===== src/design/cnv3_pkg.sv =====
// ----------------------------------------------------------------------------
// cnv3_pkg: shared types and helpers for the 3x3 same-padding convolution
// Opcodes, controller states, the MAC control word and the Q16.16 to Q8.8
// rounding with saturation.
// ----------------------------------------------------------------------------
package cnv3_pkg;

   // accumulator width: 64 chans * 9 taps * 2^30 fits well inside 48 bits
   localparam int ACC_W = 48;

   typedef enum logic [1:0] {
      OP_WR_PIXEL  = 2'd0,
      OP_WR_WEIGHT = 2'd1,
      OP_COMPUTE   = 2'd2
   } opcode_type;

   typedef enum logic [1:0] {
      ST_IDLE,
      ST_RUN,
      ST_DRAIN,
      ST_FINISH
   } state_type;

   typedef struct packed {
      logic clear;   // zero the accumulator
      logic vld;     // operand pair present and tap inside the image
   } mac_ctrl_type;

   // Q16.16 sum to Q8.8, round half to even, saturate to 16 bits
   function automatic logic signed [15:0] round_sat(input logic signed [ACC_W-1:0] sum);
      logic signed [ACC_W-8:0] q;
      logic [7:0]              frac;
      logic                    up;
      q    = {sum[ACC_W-1], sum[ACC_W-1:8]};
      frac = sum[7:0];
      up   = (frac > 8'd128) || ((frac == 8'd128) && q[0]);
      q    = q + $signed({{(ACC_W-8){1'b0}}, up});
      if (q > (ACC_W-7)'(32767)) begin
         q = (ACC_W-7)'(32767);
      end else if (q < -(ACC_W-7)'(32768)) begin
         q = -(ACC_W-7)'(32768);
      end
      return q[15:0];
   endfunction

endpackage


===== src/design/cnv3_mac.sv =====
// ----------------------------------------------------------------------------
// cnv3_mac: multiply-accumulate stage
// Registered 16x16 signed product, then exact accumulation into ACC_W bits.
// ----------------------------------------------------------------------------
module cnv3_mac (
   input  logic                               clock,
   input  logic                               reset,
   input  cnv3_pkg::mac_ctrl_type             ctrl,
   input  logic signed [15:0]                 pix,
   input  logic signed [15:0]                 wgt,
   output logic signed [cnv3_pkg::ACC_W-1:0]  acc
);
   import cnv3_pkg::*;

   logic signed [31:0]      prod_ff;
   logic signed [31:0]      prod_in;
   logic                    pvld_ff;
   logic signed [ACC_W-1:0] acc_ff;
   logic signed [ACC_W-1:0] acc_in;

   assign prod_in = pix * wgt;

   always_comb begin
      acc_in = acc_ff;
      if (ctrl.clear) begin
         acc_in = '0;
      end else if (pvld_ff) begin
         acc_in = acc_ff + {{(ACC_W-32){prod_ff[31]}}, prod_ff};
      end
   end

   always_ff @(posedge clock) begin
      prod_ff <= prod_in;
      acc_ff  <= acc_in;
      if (reset) begin
         pvld_ff <= 1'b0;
      end else begin
         pvld_ff <= ctrl.vld;
      end
   end

   assign acc = acc_ff;

endmodule


===== config.mk =====
export PLATFORM = sky130hd
export DESIGN_NAME = cnv3_mac
export DESIGN_NICKNAME = d
export VERILOG_FILES = /design/src/design/cnv3_pkg.sv /design/src/design/cnv3_mac.sv
export SDC_FILE = /design/constraint.sdc
export NUM_CORES = 1
export LEC_CHECK = 0
export ABC_AREA = 1
export BUFFER_PORTS_ARGS = -buffer_cell sky130_fd_sc_hd__buf_2
export CAP_MARGIN = 20
export CORE_ASPECT_RATIO = 0.7
export CORE_UTILIZATION = 55
export CTS_BUF_LIST = sky130_fd_sc_hd__clkbuf_4 sky130_fd_sc_hd__clkbuf_8
export DETAILED_ROUTE_END_ITERATION = 16
export PLACE_DENSITY = 0.73
export SYNTH_ARGS = -nofsm -noshare
export SYNTH_HDL_FRONTEND = slang
export SYNTH_SLANG_ARGS = --single-unit

===== constraint.sdc =====
create_clock -name clock -period 7 [get_ports clock]
set_clock_uncertainty 0.05 [all_clocks]
set_input_delay 1.75 -clock clock [delete_from_list [all_inputs] [get_ports clock]]
set_output_delay 1.75 -clock clock [all_outputs]
set_load 0.02 [all_outputs]

==> run metrics <==
status=completed; RSZ-0062 raised after global routing=false; hold-fix buffers at CTS=0; startpoint types=input pin; CP arrival=7.03 ns; final critical-path required period=6.79 ns; Hold Path Sink=acc[0]; FF-to-FF setup slack=4.10 ns; sequential-to-total area share from yosys stat=0.0961; CP endpoint kind=register; synthesized flop and latch total=81; DR iter-0 viols=1489; hold path cells=2; initial antenna violation count=0; Initial Util=0.560; DP Cell Count=2956; Die Height=149 um; final setup margin=0.215 ns; slowest CP cell=fa_1; Slew HR=0.273; filler cell count=2918; vias in the first global route=14900; total CTS buffers=9; most frequent cells in the layout=673 x inv_1, 613 x nand2_1, 260 x fa_1; setup violators final=0; num rows=53; core area=30100 um^2; synthesized area=16900 um^2; TritonCTS clock tree=yes; Critical Path Fanout Max=7; most common cell after layout, fill and taps aside=inv_1; DR pass1 iterations=7; fin. max-slew vios=0; largest net degree at the start of global routing=76; CP delay by family, top=adder cells; Worst-Margin Slew=1.09 ns; post-synthesis area per instance=6.90 um^2; Post-CTS Setup Inserts=0; routed len/inst=16.0 um; fmax=0.147 GHz; Worst-Skew Late Latency=0.41 ns; CTS root buf=clkbuf_8; first-pass GRT wire length=77800 um; Layout area overhead=9.16%; R2R Path Start=prod_ff[31]; CTS sink count=81; HP Class=reg -> reg; CTS H-tree depth=3; Final Hold Fails=0; WL final=47600 um; Layout Cells excl Fill=2972; Via density=5.12; net count after synthesis=2871; I/O Pins=84; Critical Path, Cell by Cell=buf_2 > nand2_1 > inv_1 > buf_4 > fa_1 > inv_1 > fa_1 > inv_1 > fa_1 > fa_1 > fa_1 > inv_1 > fa_1 > inv_1 > ha_1 > a21oi_1 > o21a_1 > o21ai_0 > nand2_1 > nand3_1 > buf_4 > xor2_1; RD Place Congestion=1.05; critical path type=in -> reg; Synth cell types=42; Synth Warn #=0; CP Data Required Time=7.24 ns; reg-to-reg endpoint=acc[38]; area of the multi-input gates=12400 um^2; n_diodes=0; post-synthesis cell count=2443; Clock Tree Buf Depth=2; fin crit share=0.969; Reg clk slew, reported paths=0.08 ns; total gr overflow=0; worst r2r path cells=11; final net count=2983; final routed DRC violation total=0; DP HPWL=41300 um; Die Area=31400 um^2; Hold Slack=0.442 ns; CP max stage delay=0.53 ns; detailed-route via count=15200; min-delay src=acc[0]; share of cells above drive strength 1=0.0945; max cap viols=0; pre-CTS setup slack=-0.194 ns; GRT Total Usage=0.323; die width=211 um; worst path bufs/invs=8; Final ANT Viol Nets=0; Worst path most repeated cell=fa_1; Final Util=0.612; Buffers on Ports=83; register area=1620 um^2
==> cells by family after synthesis <==
group           share of synthesized area
compound gates                     0.0628
xor+xnor                           0.0301
fa+ha+maj                           0.408
buf+inv                             0.168
simple gates                        0.235
flops                              0.0961
==> worst max-delay path by stage <==
stage / slack (ns) / startpoint / cells past startpoint / end
2_1_floorplan: 0.003 / wgt[5] / 22 / prod_ff[26]
3_3_place_gp: -0.21 / pix[15] / 22 / prod_ff[27]
3_5_place_dp: -0.19 / pix[15] / 21 / prod_ff[28]
4_1_cts: 0.21 / pix[15] / 21 / prod_ff[28]
5_1_grt: 0.02 / pix[15] / 25 / prod_ff[31]
6_report: 0.21 / wgt[1] / 22 / prod_ff[25]
==> final cells by class <==
| cell class | instances | share of cell area |
|---|---|---|
| multi-input combinational | 1613 | 0.675 |
| inverter | 676 | 0.138 |
| sequential | 81 | 0.0881 |
| timing repair buffer | 174 | 0.0605 |
| tap | 412 | 0.0280 |
| clock buffer | 13 | 0.00904 |
| clock inverter | 3 | 0.00129 |
==> state kept, by name, summed over array words and instances (netlist names) <==
name     cells
prod_ff     32
pvld_ff      1
acc         48
==> worst min-delay path: stages, from the launching register on <==
cell and delay [ns]:
dfxtp_1 0.33, nand2_1 0.07, a21oi_1 0.05
==> metal layers <==
layer	global-route usage	routed length (um)	vias to the layer above
li1	-	-	7324
met1	0.504	23000	7232
met2	0.449	18800	621
met3	0.0952	5460	43
met4	0.0326	378	0
met5	0	0	-
==> synthesized netlist by cell type <==
library cell | n | area (um^2)
inv_2 | 3 | 11.3
dfxtp_1 | 81 | 1620
nand4_1 | 25 | 156
a21oi_1 | 86 | 430
fa_1 | 263 | 5270
nand3_2 | 3 | 30.0
a21oi_2 | 3 | 26.3
nand2_4 | 1 | 11.3
o21ai_0 | 55 | 275
nand2_1 | 614 | 2300
or3b_1 | 1 | 8.76
or2_2 | 4 | 25.0
a211oi_1 | 1 | 7.51
o21ai_1 | 8 | 40.0
o221ai_1 | 1 | 8.76
clkbuf_4 | 1 | 7.51
a21boi_0 | 2 | 15.0
a21o_1 | 10 | 75.1
xnor2_1 | 20 | 175
ha_1 | 129 | 1610
buf_1 | 2 | 7.51
nor2_1 | 205 | 769
nand3_1 | 81 | 405
buf_4 | 2 | 15.0
clkbuf_1 | 67 | 251
a21boi_2 | 1 | 11.3
nor4_1 | 2 | 12.5
o211ai_1 | 1 | 7.51
a31oi_1 | 3 | 18.8
clkbuf_8 | 1 | 13.8
nor2_2 | 12 | 75.1
o21ai_2 | 1 | 8.76
o21a_1 | 3 | 22.5
nand2_2 | 14 | 87.6
inv_1 | 673 | 2530
nor2_4 | 2 | 22.5
nor3_4 | 1 | 16.3
o31ai_1 | 1 | 7.51
and2_0 | 1 | 6.26
nor3_1 | 7 | 35.0
o21bai_1 | 14 | 105
xor2_1 | 38 | 333
==> stage by stage <==
| step | setup TNS [ns] | area, um^2 |
|---|---|---|
| after floorplan | 0 | 16900 |
| after detailed placement | -1.06 | 18200 |
| final | 0 | 18400 |
| after global placement | -0.947 | 18200 |
| after global routing | 0 | 18400 |
| after CTS | 0 | 18400 |
==> timing repair <==
action / in CTS / in global routing
endpoints found under the hold margin: 0 / 0
setup endpoints to repair: 0 / 4
gates resized for setup: 0 / 6
Power is not shown: default switching activity piles up to over one toggle a cycle in this logic, so the estimate is an artifact.
